$ cat src/hdl/lzd_pkg.sv
// Shared types and constants for the LZ77 stream decompressor.
`default_nettype none
package lzd_pkg;

  localparam int HIST_DEPTH = 4096;
  localparam int HIST_AW    = $clog2(HIST_DEPTH);
  localparam int REM_W      = 25;
  localparam int LEN_W      = 5;
  localparam logic [LEN_W-1:0] LEN_BASE = LEN_W'(3);
  localparam logic [3:0] FLAG_COUNT = 4'd8;

  typedef enum logic [2:0] {
    PH_HEADER,
    PH_FLAG,
    PH_TOKEN,
    PH_MLOW,
    PH_DONE
  } phase_t;

  typedef enum logic [1:0] {
    ST_IDLE,
    ST_READ,
    ST_EMIT
  } seq_t;

  typedef struct packed {
    logic       valid;
    logic [7:0] data;
    logic       last;
    logic       done;
  } emit_t;

  typedef struct packed {
    logic               wr_en;
    logic [HIST_AW-1:0] wr_addr;
    logic [7:0]         wr_data;
    logic               rd_en;
    logic [HIST_AW-1:0] rd_addr;
  } hist_req_t;

endpackage
`default_nettype wire

$ cat src/hdl/lzd_ctrl.sv
// Stream parser and copy sequencer of the LZ77 decompressor.
`default_nettype none
module lzd_ctrl (
  input  wire logic                   clk,
  input  wire logic                   rst_n,
  input  wire logic                   in_tvalid,
  output logic                        in_tready,
  input  wire logic [7:0]             in_byte,
  input  wire logic                   in_start,
  input  wire logic                   slot_free,
  output lzd_pkg::hist_req_t          req,
  input  wire logic [7:0]             rd_data,
  output lzd_pkg::emit_t              emit
);

  localparam int AW = lzd_pkg::HIST_AW;
  localparam int RW = lzd_pkg::REM_W;
  localparam int LW = lzd_pkg::LEN_W;

  lzd_pkg::seq_t   st_r, st_nxt;
  lzd_pkg::phase_t phase_r, phase_nxt;
  logic [1:0]    hidx_r, hidx_nxt;
  logic [RW-1:0] rem_r, rem_nxt;
  logic [7:0]    flag_r, flag_nxt;
  logic [3:0]    fleft_r, fleft_nxt;
  logic [7:0]    mhb_r, mhb_nxt;
  logic [AW-1:0] wp_r, wp_nxt;
  logic          full_r, full_nxt;
  logic [AW-1:0] dist_r, dist_nxt;
  logic [LW-1:0] cnt_r, cnt_nxt;
  logic          rd_ok_r, rd_ok_nxt;

  logic          acc, is_lit, is_copy, emit_go;
  logic [LW-1:0] sub_amt;
  logic [RW-1:0] rem_dif;
  logic [RW-1:0] rem_hdr;
  logic [AW-1:0] rd_addr;
  logic [3:0]    fleft_dec;

  function automatic logic le_zero(input logic [RW-1:0] v);
    le_zero = v[RW-1] || (v == '0);
  endfunction

  assign acc     = in_tvalid && in_tready;
  assign is_lit  = acc && !in_start && (phase_r == lzd_pkg::PH_TOKEN) && !flag_r[7];
  assign is_copy = acc && !in_start && (phase_r == lzd_pkg::PH_MLOW);
  assign emit_go = (st_r == lzd_pkg::ST_EMIT) && slot_free;

  // One subtractor serves both literal and copy tokens.
  assign sub_amt = (phase_r == lzd_pkg::PH_MLOW) ?
                   (lzd_pkg::LEN_BASE + {1'b0, mhb_r[7:4]}) : LW'(1);
  assign rem_dif = rem_r - RW'(sub_amt);
  assign rd_addr = wp_r - dist_r;
  assign fleft_dec = (fleft_r != 4'd0) ? (fleft_r - 4'd1) : 4'd0;

  always_comb begin
    rem_hdr = rem_r;
    unique case (in_start ? 2'd0 : hidx_r)
      2'd0: rem_hdr = '0;
      2'd1: rem_hdr = rem_r | RW'(in_byte);
      2'd2: rem_hdr = rem_r | (RW'(in_byte) << 8);
      2'd3: rem_hdr = rem_r | (RW'(in_byte) << 16);
      default: rem_hdr = rem_r;
    endcase
  end

  // Sequencer next state.
  always_comb begin
    st_nxt = st_r;
    unique case (st_r)
      lzd_pkg::ST_IDLE: if (is_copy) st_nxt = lzd_pkg::ST_READ;
      lzd_pkg::ST_READ: st_nxt = lzd_pkg::ST_EMIT;
      lzd_pkg::ST_EMIT: begin
        if (emit_go) begin
          st_nxt = (cnt_r == '0) ? lzd_pkg::ST_IDLE : lzd_pkg::ST_READ;
        end
      end
      default: st_nxt = lzd_pkg::ST_IDLE;
    endcase
  end

  // Sequencer outputs.
  always_comb begin
    in_tready = (st_r == lzd_pkg::ST_IDLE) && slot_free;
    emit      = '0;
    req       = '0;
    if (is_lit) begin
      emit.valid = 1'b1;
      emit.data  = in_byte;
      emit.last  = 1'b1;
      emit.done  = le_zero(rem_dif);
    end else if (emit_go) begin
      emit.valid = 1'b1;
      emit.data  = rd_ok_r ? rd_data : 8'd0;
      emit.last  = (cnt_r == '0);
      emit.done  = le_zero(rem_r);
    end
    req.wr_en   = emit.valid;
    req.wr_addr = wp_r;
    req.wr_data = emit.data;
    req.rd_en   = (st_r == lzd_pkg::ST_READ);
    req.rd_addr = rd_addr;
  end

  // Parser and datapath registers.
  always_comb begin
    phase_nxt = phase_r;
    hidx_nxt  = hidx_r;
    rem_nxt   = rem_r;
    flag_nxt  = flag_r;
    fleft_nxt = fleft_r;
    mhb_nxt   = mhb_r;
    wp_nxt    = wp_r;
    full_nxt  = full_r;
    dist_nxt  = dist_r;
    cnt_nxt   = cnt_r;
    rd_ok_nxt = rd_ok_r;

    if (acc) begin
      priority case (in_start ? lzd_pkg::PH_HEADER : phase_r)
        lzd_pkg::PH_HEADER: begin
          if (in_start) begin
            wp_nxt   = '0;
            full_nxt = 1'b0;
          end
          rem_nxt  = rem_hdr;
          hidx_nxt = (in_start ? 2'd0 : hidx_r) + 2'd1;
          if (!in_start && hidx_r == 2'd3) begin
            phase_nxt = le_zero(rem_hdr) ? lzd_pkg::PH_DONE : lzd_pkg::PH_FLAG;
          end else begin
            phase_nxt = lzd_pkg::PH_HEADER;
          end
        end
        lzd_pkg::PH_FLAG: begin
          flag_nxt  = in_byte;
          fleft_nxt = lzd_pkg::FLAG_COUNT;
          phase_nxt = lzd_pkg::PH_TOKEN;
        end
        lzd_pkg::PH_TOKEN: begin
          if (!flag_r[7]) begin
            rem_nxt   = rem_dif;
            wp_nxt    = wp_r + AW'(1);
            full_nxt  = full_r || (wp_r == '1);
            flag_nxt  = flag_r << 1;
            fleft_nxt = fleft_dec;
            if (le_zero(rem_dif))        phase_nxt = lzd_pkg::PH_DONE;
            else if (fleft_dec == 4'd0)  phase_nxt = lzd_pkg::PH_FLAG;
            else                         phase_nxt = lzd_pkg::PH_TOKEN;
          end else begin
            mhb_nxt   = in_byte;
            phase_nxt = lzd_pkg::PH_MLOW;
          end
        end
        lzd_pkg::PH_MLOW: begin
          rem_nxt  = rem_dif;
          // Distance is field + 1; modulo the history size that is 12 bits.
          dist_nxt = {mhb_r[3:0], in_byte} + AW'(1);
          cnt_nxt  = sub_amt - LW'(1);
        end
        default: ;
      endcase
    end

    if (st_r == lzd_pkg::ST_READ) begin
      // Entries not yet written since the restart read as zero.
      rd_ok_nxt = full_r || (rd_addr < wp_r);
    end

    if (emit_go) begin
      wp_nxt   = wp_r + AW'(1);
      full_nxt = full_r || (wp_r == '1);
      if (cnt_r == '0) begin
        flag_nxt  = flag_r << 1;
        fleft_nxt = fleft_dec;
        if (le_zero(rem_r))          phase_nxt = lzd_pkg::PH_DONE;
        else if (fleft_dec == 4'd0)  phase_nxt = lzd_pkg::PH_FLAG;
        else                         phase_nxt = lzd_pkg::PH_TOKEN;
      end else begin
        cnt_nxt = cnt_r - LW'(1);
      end
    end
  end

  always_ff @(posedge clk) begin
    if (!rst_n) begin
      st_r    <= lzd_pkg::ST_IDLE;
      phase_r <= lzd_pkg::PH_HEADER;
      hidx_r  <= '0;
      rem_r   <= '0;
      flag_r  <= '0;
      fleft_r <= '0;
      mhb_r   <= '0;
      wp_r    <= '0;
      full_r  <= 1'b0;
      cnt_r   <= '0;
      rd_ok_r <= 1'b0;
    end else begin
      st_r    <= st_nxt;
      phase_r <= phase_nxt;
      hidx_r  <= hidx_nxt;
      rem_r   <= rem_nxt;
      flag_r  <= flag_nxt;
      fleft_r <= fleft_nxt;
      mhb_r   <= mhb_nxt;
      wp_r    <= wp_nxt;
      full_r  <= full_nxt;
      cnt_r   <= cnt_nxt;
      rd_ok_r <= rd_ok_nxt;
    end
  end

  always_ff @(posedge clk) begin
    dist_r <= dist_nxt;
  end

  a_emit_needs_slot: assert property (@(posedge clk) disable iff (!rst_n)
    emit.valid |-> slot_free)
    else $error("word emitted while the output register is occupied");

  a_copy_starts_read: assert property (@(posedge clk) disable iff (!rst_n)
    is_copy |=> (st_r == lzd_pkg::ST_READ))
    else $error("copy token did not start a history read");

  a_idle_count_clear: assert property (@(posedge clk) disable iff (!rst_n)
    (st_r == lzd_pkg::ST_IDLE) |-> (cnt_r == '0))
    else $error("copy counter not exhausted when returning to idle");

  a_write_with_emit: assert property (@(posedge clk) disable iff (!rst_n)
    req.wr_en |-> (emit.valid && !req.rd_en))
    else $error("history write without an emitted word");

endmodule
`default_nettype wire

$ cat config.mk
export PLATFORM = sky130hd
export DESIGN_NAME = lzd_ctrl
export DESIGN_NICKNAME = d
export VERILOG_FILES = /design/src/hdl/lzd_pkg.sv /design/src/hdl/lzd_ctrl.sv
export SDC_FILE = /design/constraint.sdc
export NUM_CORES = 1
export LEC_CHECK = 0
export BUFFER_PORTS_ARGS = -buffer_cell sky130_fd_sc_hd__buf_2
export CAP_MARGIN = 20
export CORE_ASPECT_RATIO = 0.8
export CORE_MARGIN = 2
export CORE_UTILIZATION = 40
export CTS_CLUSTER_DIAMETER = 150
export DETAILED_ROUTE_END_ITERATION = 12
export GPL_ROUTABILITY_DRIVEN = 0
export SLEW_MARGIN = 10
export SYNTH_ARGS = -nofsm -noshare
export SYNTH_HDL_FRONTEND = slang
export SYNTH_SLANG_ARGS = --single-unit
$ cat constraint.sdc
create_clock -name clk -period 4 [get_ports clk]
set_input_delay 0.2 -clock clk [delete_from_list [all_inputs] [get_ports clk]]
set_output_delay 0.2 -clock clk [all_outputs]
set_load 0.02 [all_outputs]
Word level (Yosys, flattened, before mapping)
Cells that the tools add are included. W data, S select, Z words.

Logic and storage cells: 123. Output and inout bits: 46. Register bits: 83. Input bits: 21.

Bitwise gates (word level): 3. Reduce and logical (&&, ||, !) cells: 33. Magnitude comparators: 1. $add $sub $neg: 9. Eq/ne operators: 17. Mux-type cells: 48.

Operator list (count): $pmux W25 S4 (1); $logic_not A25 Y1 (3); $pmux W25 S3 (1); $mux W12 (4); $mux W8 (5); $mux W3 (9); $mux W25 (1); $mux W5 (5); $or A25 B16 Y25 (1); $or A25 B24 Y25 (1); $or A25 B8 Y25 (1); $sub A25 B5 Y25 (1); $add A12 B1 Y12 const B (2); $pmux W12 S2 (1); $mux W11 (2); $mux W4 (5); $pmux W8 S2 (1); $eq A12 B12 Y1 const B (1); $eq A3 B2 Y1 const B (4); $lt A12 B12 Y1 (1); $sub A12 B12 Y12 (1); $sub A5 B1 Y5 const B (2); $pmux W3 S3 (1); $eq A2 B2 Y1 const B (4); 25 further kinds (53).

Depth between registers and ports, before layout
Gate-level depths: netlist (run 1).

Word-level depth: 11. Gate-level depth with buffers: 18. Depth with buffers taken out: 18.

Least setup slack after synthesis (run 1)
No wires, ideal clock.

Kind: flip-flop to output port. From: register phase_r[0]. To: output port emit[0] (netlist name). Path buffers: 1. Stages on the path, launching flop included: 15. Arrival: 3341 ps. Setup slack: 459 ps. Path through: dfxtp_1 clkbuf_1 nand2b_1 nor2_1 nand2_1 ha_1 fa_1 and3b_1 o21a_1 nand2_1 a2111oi_0 nand4b_1 nor2_1 a41oi_1 o22ai_1.

RTL lines: start: declaration (RTL line lzd_ctrl.sv:21) `lzd_pkg::phase_t phase_r, phase_nxt;`; start signal: assignment (RTL line lzd_ctrl.sv:187) `phase_r <= lzd_pkg::PH_HEADER;`; start signal: assignment (RTL line lzd_ctrl.sv:199) `phase_r <= phase_nxt;`; end: declaration (RTL line lzd_ctrl.sv:13) `output lzd_pkg::emit_t emit`.

==> results of run 1 <==
-- path summary, 6_finish.rpt --
check / startpoint / end / slack (ps)
setup reg to reg: dist_r[0] / rd_ok_r / 550
setup / recovery: mhb_r[4] / emit[0] / 180
hold reg to reg: full_r / full_r / 460
hold / removal: slot_free / st_r[1] / 180
-- sequential cells by signal, summed over array words and instances (netlist names), 3 cells and up --
register,count
dist_r,12
wp_r,12
fleft_r,4
rem_r,25
mhb_r,8
cnt_r,5
flag_r,8
phase_r,3
-- placed cells by master (no fill, tap or decap), types with 4 or more instances in the layout --
| cell type | n |
|---|---|
| a22o_1 | 15 |
| nor3_1 | 30 |
| and3_1 | 8 |
| clkbuf_16 | 9 |
| buf_2 | 65 |
| a31oi_1 | 9 |
| o22ai_1 | 9 |
| edfxtp_1 | 12 |
| a21o_1 | 4 |
| a21oi_1 | 72 |
| a32oi_1 | 5 |
| buf_4 | 18 |
| o21a_1 | 4 |
| a22oi_1 | 14 |
| a311oi_1 | 4 |
| dfxtp_2 | 4 |
| nand3_1 | 18 |
| nand3b_1 | 5 |
| nand2b_1 | 8 |
| nor2_1 | 100 |
| nor2b_1 | 9 |
| and2_1 | 10 |
| ha_1 | 38 |
| xnor2_1 | 26 |
| nor4_1 | 9 |
| xor2_1 | 11 |
| a211oi_1 | 12 |
| mux2i_1 | 10 |
| inv_1 | 49 |
| o21ai_0 | 45 |
| nand4_1 | 9 |
| dfxtp_1 | 67 |
| nand2_1 | 58 |
| or3_1 | 8 |
-- logic make-up (layout without fill, tap and decap cells) --
group | Yosys count | in the layout | synth area share, %
AO/OA/AOI/OAI | 225 | 225 | 23.4
XOR/XNOR | 37 | 37 | 5.31
adder cells (fa/ha/maj) | 40 | 40 | 8.45
buffers and inverters | 103 | 148 | 7.08
flip-flops | 83 | 83 | 29.2
multiplexers | 11 | 11 | 1.83
AND/OR/NAND/NOR | 303 | 303 | 24.7
-- cell type report --
cell class                      instances  area, um2  area share (%)
Sequential cell                        83       1790            25.6
Timing Repair Buffer                   83        460            6.61
Inverter                               49        184            2.64
Clock inverter                          7        128            1.83
Tap cell                              189        236            3.39
Multi-Input combinational cell        616       3950            56.7
Clock buffer                            9        225            3.23
-- power breakdown --
part	switching, W	internal, W	leakage, nW	total [W]
clock network	0.000391	0.000622	0.173	0.00101
logic	0.000177	0.0000920	2.00	0.000269
registers	0.00000814	0.000851	0.689	0.000859
-- Yosys cell counts, drive strengths merged (9+ instances only) --
master	instances
mux2i	10
nand3	19
edfxtp	12
ha	38
a22oi	14
or3	9
buf	13
nor2b	9
clkbuf	41
a211oi	12
nor2	102
o22ai	10
nand4	9
nor4	11
xor2	11
dfxtp	71
nand2	58
a31oi	9
nor3	31
xnor2	26
and2	11
o21ai	49
nand2b	9
a21oi	72
inv	49
a22o	15
-- tightest hold or removal path, stage by stage --
cell	delay, ps
buf_2	100
nor3b_1	50
nor2_1	90
nor2_1	40
-- layer usage --
metal | up-vias | share of wire [%] | track usage, %
li1 | 2959 | - | -
met1 | 2813 | 49 | 33.6
met2 | 204 | 42 | 33.7
met3 | 30 | 7.2 | 5.52
met4 | 0 | 1.8 | 6.93
met5 | - | 0 | 0
-- timing repair --
action,CTS,global route
resized for setup,3,17
pin swaps,0,6
hold buffers,0,0
hold endpoints to repair,0,0
endpoints found under the setup margin,1,1
buffers inserted,0,2
-- per-stage QoR --
step,cell area [um2],setup slack [ps],util [%],total power [W],cells
after detailed placement,6540,238,43.7,0.00112,1018
after global placement,6540,359,43.7,0.00112,1018
after CTS,6900,8.26,46.1,0.00214,1034
after global routing,6970,4.11,46.6,0.00221,1036
after floorplan,6100,459,-,0.00105,802
final,6970,184,46.6,0.00214,1036
==> metrics.sh, run 1 <==
STATUS='finished clean'
ANTENNA_CELLS=0
SETUP_REPAIR_AFTER_GLOBAL_ROUTING_MISSED_ITS_MARGIN='false'
WORST_SLEW_MARGIN_REL_PCT=35.5
SYNTHESIS.NETS=863
GRT_ANTENNA_BEFORE_REPAIR=0
WORST_PATH_DOMINANT_CELL_FAMILY='simple AND/OR/NAND/NOR gates'
MAXSLEWVIOLCOUNT=0
SYN2LAYOUT_AREA_GROWTH_PCT=14.3
FIN_HOLD_WS_PS=179
SYNTH_TOP_CELL_AREA_SHARE_PCT=23.3
SYNTH_ENABLE_FLOP_CELLS=12
GR-USAGE-ALL-LAYERS_PCT=23.1
POST_SYNTHESIS_CELL_COUNT=802
SYNTHESIS.AREA_PER_INSTANCE_UM2=7.60
MAX_FREQ_MHz=262
WIRE_PER_INST_UM=17.7
DIE_W_UM=142
CP_DATA_ARRIVAL_TIME_PS=3620
WORST-SETUP-PATH-TYPE='reg2out'
CLK_PIN_SLEW_WORST_SETUP_HOLD_PATHS_PS=70
POSTSYNTH.TOPFLOPCELL='dfxtp_1'
CP_NUM_CELLS=15
FLOORPLAN.IO_PINS=67
CRIT_PATH_START_KIND='flop'
CRITICAL_PATH_REQUIRED_PS=3800
VIAS_PER_CELL=5.80
DRT_FIRST_PASS_ITERS=5
CPPEAKSTAGEDELAY_PS=400
POSTROUTEWIRELENGTH_MM=18.3
TIMING.CRITICAL_PATH.SLOWEST_STAGE_CELL='or3_4'
FINALSETUPVIOLATIONS=0
CRIT_PATH_CELL_TRACE='inv_1 > ha_1 > or3_4 > inv_1 > fa_1 > and3b_2 > o21a_1 > buf_4 > o21a_1 > nor3_1 > nand4_1 > nor2_2 > a41oi_2 > o22ai_2 > buf_4'
DETAIL-ROUTE-ANTENNA-NETS=0
WORST_IR_DROP_VDD_mV=0.245
SYNTH.CELL_AREA_MM2=0.00610
SYNTH-WARNING-COUNT=0
HOLD_CLASS='in2reg'
NUM_VIAS=6006
GLOBALROUTEOVERFLOWTOTAL=0
FINISH.NET_COUNT=903
LARGEST_DRIVER_FANOUT_ON_THE_CRITICAL_PATH=6
FLOORPLAN.INITIALDENSITY_PCT=40.8
FINAL-HOLD-VIOLATION-COUNT=0
POST_ROUTE_MINIMUM_PERIOD_PS=3820
SYNTH_SEQ_CELLS=83
DRT_FIRST_ITER_VIOLATIONS=387
GRT_MAX_DEGREE=31
CHIPHEIGHT_UM=114
TIMING.CLOCK.SKEW_PS=9.77
SYNTH_SEQUENTIAL_AREA_RATIO_PCT=29.2
MIN_DELAY_PATH_DEPTH=4
POST-ROUTE-DRC-COUNT=0
CTS_MADE_BUFFERS=9
RR_WORST_DEPTH=17
TRITONCTS_NUM_SINKS=83
TIMING.SETUP.TNS_PS=0
PLACEABLECOREAREA_MM2=0.0150
POST-ROUTE-PERIOD-UTIL_PCT=95.4
CRITPATHCAPTURETYPE='output pin'
FINAL.FILL_COUNT=1522
SYNTH_CELL_TYPES=68
WORSTSKEWPAIRLATENCY_PS=360
YOSYS.AREA.TOP_TYPE='dfxtp_1'
WORST_PIN_SLEW_PS=962
PLACE.DETAILED.HPWL_MM=13.3
CTS_TREE='yes'
SYNTH_ASYNC_SR_FLOP_SHARE_PCT=0
FP.DIEAREA_MM2=0.0163
WORST-PATH-BUF-INV=4
MAXIMUM_CAPACITANCE_VIOLATIONS=0
FLOORPLAN.ROWS=40
BUFFER_PORTS.INSERTED=66
NUMBER_OF_H_TREE_LEVELS=3
CTSROOTBUFFERMASTER='clkbuf_16'
FIRST_GLOBAL_VIAS=5534
YS_TOP_CELLS_BY_AREA='dfxtp_1 (23%), ha_1 (7.8%), nor2_1 (6.3%)'
POWER-PER-CELL-AREA_mW_PER_MM2=307
LEAKAGE_nW=2.87
GRT_PASS1_WL_MM=29.4
CLK_PATH_BUF_DEPTH=2
FINAL_LAYOUT_SIZE_SUFFIX_GT1_SHARE_PCT=15.1
No activity file was read; power rests on OpenSTA's default activity.
==> run 2: changes to the inputs <==
- ABC_AREA: unset -> 1
- CORE_ASPECT_RATIO: 0.8 -> 1.2
==> run 2 against run 1 <==
Against the previous run: first-iteration DRC count up 19%; clock power down 18%; utilization down 1.0 points; worst setup slack better by 150 ps; cell count up 18%; non-clock buffer count down 13; critical endpoint unchanged; wire length up 10%; clock skew down 0.77 ps; die area up 4.7%; cell area up 2.2%.
==> metrics.sh, run 2 <==
STATUS='finished clean'
PLACED_CELLS=1204  # +18%
SYNTH_SEQ_CELLS=83  # unchanged
FINAL-HOLD-VIOLATION-COUNT=0  # unchanged
LARGEST_DRIVER_FANOUT_ON_THE_CRITICAL_PATH=8  # +2
TIMING.CLOCK.SKEW_PS=9.00  # -0.773 ps
BUFFER_PORTS.INSERTED=66  # unchanged
DETAIL-ROUTE-ANTENNA-NETS=0  # unchanged
MAXIMUM_CAPACITANCE_VIOLATIONS=0  # unchanged
WIRE_PER_INST_UM=16.6  # -6.3%
SYNTHESIS.AREA_PER_INSTANCE_UM2=6.66  # -12%
CTSROOTBUFFERMASTER='clkbuf_16'
MOST_COMMON_CELL_AFTER_LAYOUT_FILL_AND_TAPS_ASIDE='nand2_1'
SYNTH_CELL_TYPES=49  # -28%
HOLD_CLASS='in2reg'
MAXSLEWVIOLCOUNT=0  # unchanged
WORST_SLEW_MARGIN_REL_PCT=36.7  # +1.3 points
POWER-PER-CELL-AREA_mW_PER_MM2=301  # -2.0%
CLK_PIN_SLEW_WORST_SETUP_HOLD_PATHS_PS=70  # about the same
POSTSYNTH.TOPFLOPCELL='dfxtp_1'
ANTENNA_CELLS=0  # unchanged
SYNTH_TOP_CELL_AREA_SHARE_PCT=22.2  # -1.1 points
DRT_FIRST_ITER_VIOLATIONS=461  # +19%
YS_TOP_CELLS_BY_AREA='dfxtp_1 (22%), nand2_1 (11%), inv_1 (8.7%)'
SYNTH.CELLS.MOST_FREQUENT='nand2_1 (191), inv_1 (148), nor2_1 (101)'
CRITPATHCAPTURETYPE='output pin'
LARGEST_REGISTER='rem_r'
FP.DIEAREA_MM2=0.0170  # +4.7%
SYNTH.MOST_COMMON_CELL='nand2_1'
LAYOUT.CELLS.MOST_COMMON_LIST='nand2_1 (190), inv_1 (148), nor2_1 (99)'
CTS.HOLD.BUFFERS_ADDED=0  # unchanged
TIMING.CRITICAL_PATH.SLOWEST_STAGE_CELL='or2_2'
SYNTH_SEQUENTIAL_AREA_RATIO_PCT=27.9  # -1.4 points
CP_DATA_ARRIVAL_TIME_PS=3460  # -160 ps
GLOBALROUTEOVERFLOWTOTAL=0  # unchanged
CLK_PATH_BUF_DEPTH=2  # unchanged
CTS_POST_SETUP_BUFFERS_INSERTED=0  # unchanged
DIE_W_UM=119  # -16%
FINALSETUPVIOLATIONS=0  # unchanged
FLOORPLAN.ROWS=50  # +25%
TIMING.SETUP.TNS_PS=0  # unchanged
TRITONCTS_NUM_SINKS=83  # unchanged
POST-ROUTE-PERIOD-UTIL_PCT=91.6  # -3.8 points
NUM_VIAS=6571  # +9.4%
LARGEST_REGISTER_FFS=25  # unchanged
NUMBER_OF_H_TREE_LEVELS=3  # unchanged
GRT_MAX_DEGREE=43  # +39%
WORST-SETUP-PATH-TYPE='reg2out'
SYNTH_ENABLE_FLOP_CELLS=12  # unchanged
YOSYS.AREA.TOP_TYPE='dfxtp_1'
SYNTH.CELL_AREA_MM2=0.00640  # +4.9%
GRT_PASS1_WL_MM=32.1  # +9.0%
CRITICAL_PATH_REQUIRED_PS=3800  # about the same
WORST_IR_DROP_VDD_mV=0.161  # -34%
FIN_HOLD_WS_PS=170  # -9.25 ps
WORST_PATH_DOMINANT_CELL_FAMILY='simple AND/OR/NAND/NOR gates'
LEAKAGE_nW=3.32  # +16%
POSTROUTEWIRELENGTH_MM=20.2  # +10%
SYNTH_ASYNC_SR_FLOP_SHARE_PCT=0  # unchanged
FINAL_CELL_COUNT_NO_FILL=1220  # +18%
GRT_ANTENNA_BEFORE_REPAIR=0  # unchanged
DRT_FIRST_PASS_ITERS=6  # +1
CTS_MADE_BUFFERS=9  # unchanged
SYNTH-WARNING-COUNT=0  # unchanged
CRIT_PATH_CELL_TRACE='inv_1 > nor2_2 > inv_1 > nor2_4 > inv_1 > or2_2 > ha_1 > a21oi_1 > nand2_2 > nand2_4 > nand2_1 > nand2_1 > nand2_1 > nor2_1 > nand3_1 > nor2_1 > nand3_1 > nand2_1 > nand2_1 > o22ai_2 > buf_4'
CTS_TREE='yes'
FLOORPLAN.IO_PINS=67  # unchanged
FINAL_LAYOUT_SIZE_SUFFIX_GT1_SHARE_PCT=13.2  # -1.9 points
POSTPLACECELLAREA_MM2=0.00682  # +4.3%
CRIT_PATH_START_KIND='flop'
WORST_PIN_SLEW_PS=949  # -12.6 ps
POST-ROUTE-DRC-COUNT=0  # unchanged
FINISH.NET_COUNT=1068  # +18%
CHIPHEIGHT_UM=143  # +25%
WORSTSKEWPAIRLATENCY_PS=360  # about the same
POST_SYNTHESIS_CELL_COUNT=960  # +20%
FLOORPLAN.INITIALDENSITY_PCT=40.9  # +0.15 points
MAX_FREQ_MHz=273  # +4.1%
WORST-PATH-BUF-INV=4  # unchanged
CPMOSTUSEDCELL='nand2_1'
GR-USAGE-ALL-LAYERS_PCT=24.2  # +1.2 points
PLACE.DETAILED.HPWL_MM=15.5  # +17%
POST_ROUTE_MINIMUM_PERIOD_PS=3660  # -152 ps
LARGEST_REGISTERS='rem_r x25, dist_r x12, wp_r x12'
SYN2LAYOUT_AREA_GROWTH_PCT=11.4
CPPEAKSTAGEDELAY_PS=360  # -40 ps
FIRST_GLOBAL_VIAS=6253  # +13%
CTS_RESIZED=0  # -3
POST_LAYOUT_INST_AREA_MM2=0.00713  # +2.2%
SYNTHESIS.NETS=1021  # +18%
PLACEABLECOREAREA_MM2=0.0156  # +4.5%
VIAS_PER_CELL=5.39  # -7.1%
run 2: final timing paths:
path / start / to / slack (ps) / depth (start not counted)
max: phase_r[1] / emit[0] / 340 / 21
min: in_byte[5] / flag_r[5] / 170 / 3
max reg2reg: wp_r[2] / rd_ok_r / 650 / 16
min reg2reg: full_r / full_r / 470 / 2
run 2: logic make-up (layout without fill, tap and decap cells):
group                    count (synthesis)  in the layout  synth area share [%]
adder cells (fa/ha/maj)                 40             40                  8.06
flip-flops                              83             83                  27.9
XOR/XNOR                                25             25                  3.42
buffers and inverters                  191            243                  12.4
AO/OA/AOI/OAI                          197            197                  18.8
AND/OR/NAND/NOR                        424            424                  29.5
run 2: power breakdown:
group | internal [W] | total, W | switching [W]
Combinational | 0.000129 | 0.000431 | 0.000302
Clock | 0.000431 | 0.000829 | 0.000398
Sequential | 0.000865 | 0.000886 | 0.0000208
run 2: layout make-up:
class                           instances  area [um2]
Timing Repair Buffer                   70         363
Tap cell                              208         260
Clock buffer                            9         225
Clock inverter                          7        56.3
Inverter                              157         591
Fill cell                            1681        8510
Multi-Input combinational cell        686        3850
Sequential cell                        83        1780
run 2: through the flow:
step	worst slack, ps	total power, W	utilization (%)
floorplan	903	0.00120	-
global placement	568	0.00132	43.6
detailed placement	473	0.00132	43.6
CTS	68.9	0.00215	45.4
global route	-4.95	0.00225	45.6
finish	336	0.00215	45.6
run 2: worst reg2reg max path: stages (launching register included):
cell and delay [ps]:
dfxtp_1 350, ha_1 380, nand2_1 90, nand2_1 40, a31oi_1 300, o21ai_0 240
a21oi_1 210, o21ai_0 150, a21o_1 190, a21oi_1 170, inv_1 60, nand2_1 50
nand2_1 70, ha_1 310, nand4_1 120, o311ai_0 360, a31oi_1 130
run 2: metal layers:
metal	vias up	share of wire (%)	GRT usage, %
li1	3297	-	-
met1	2995	41	27.8
met2	236	49	43.4
met3	43	5.9	3.89
met4	0	3.5	12.1
met5	-	0	0
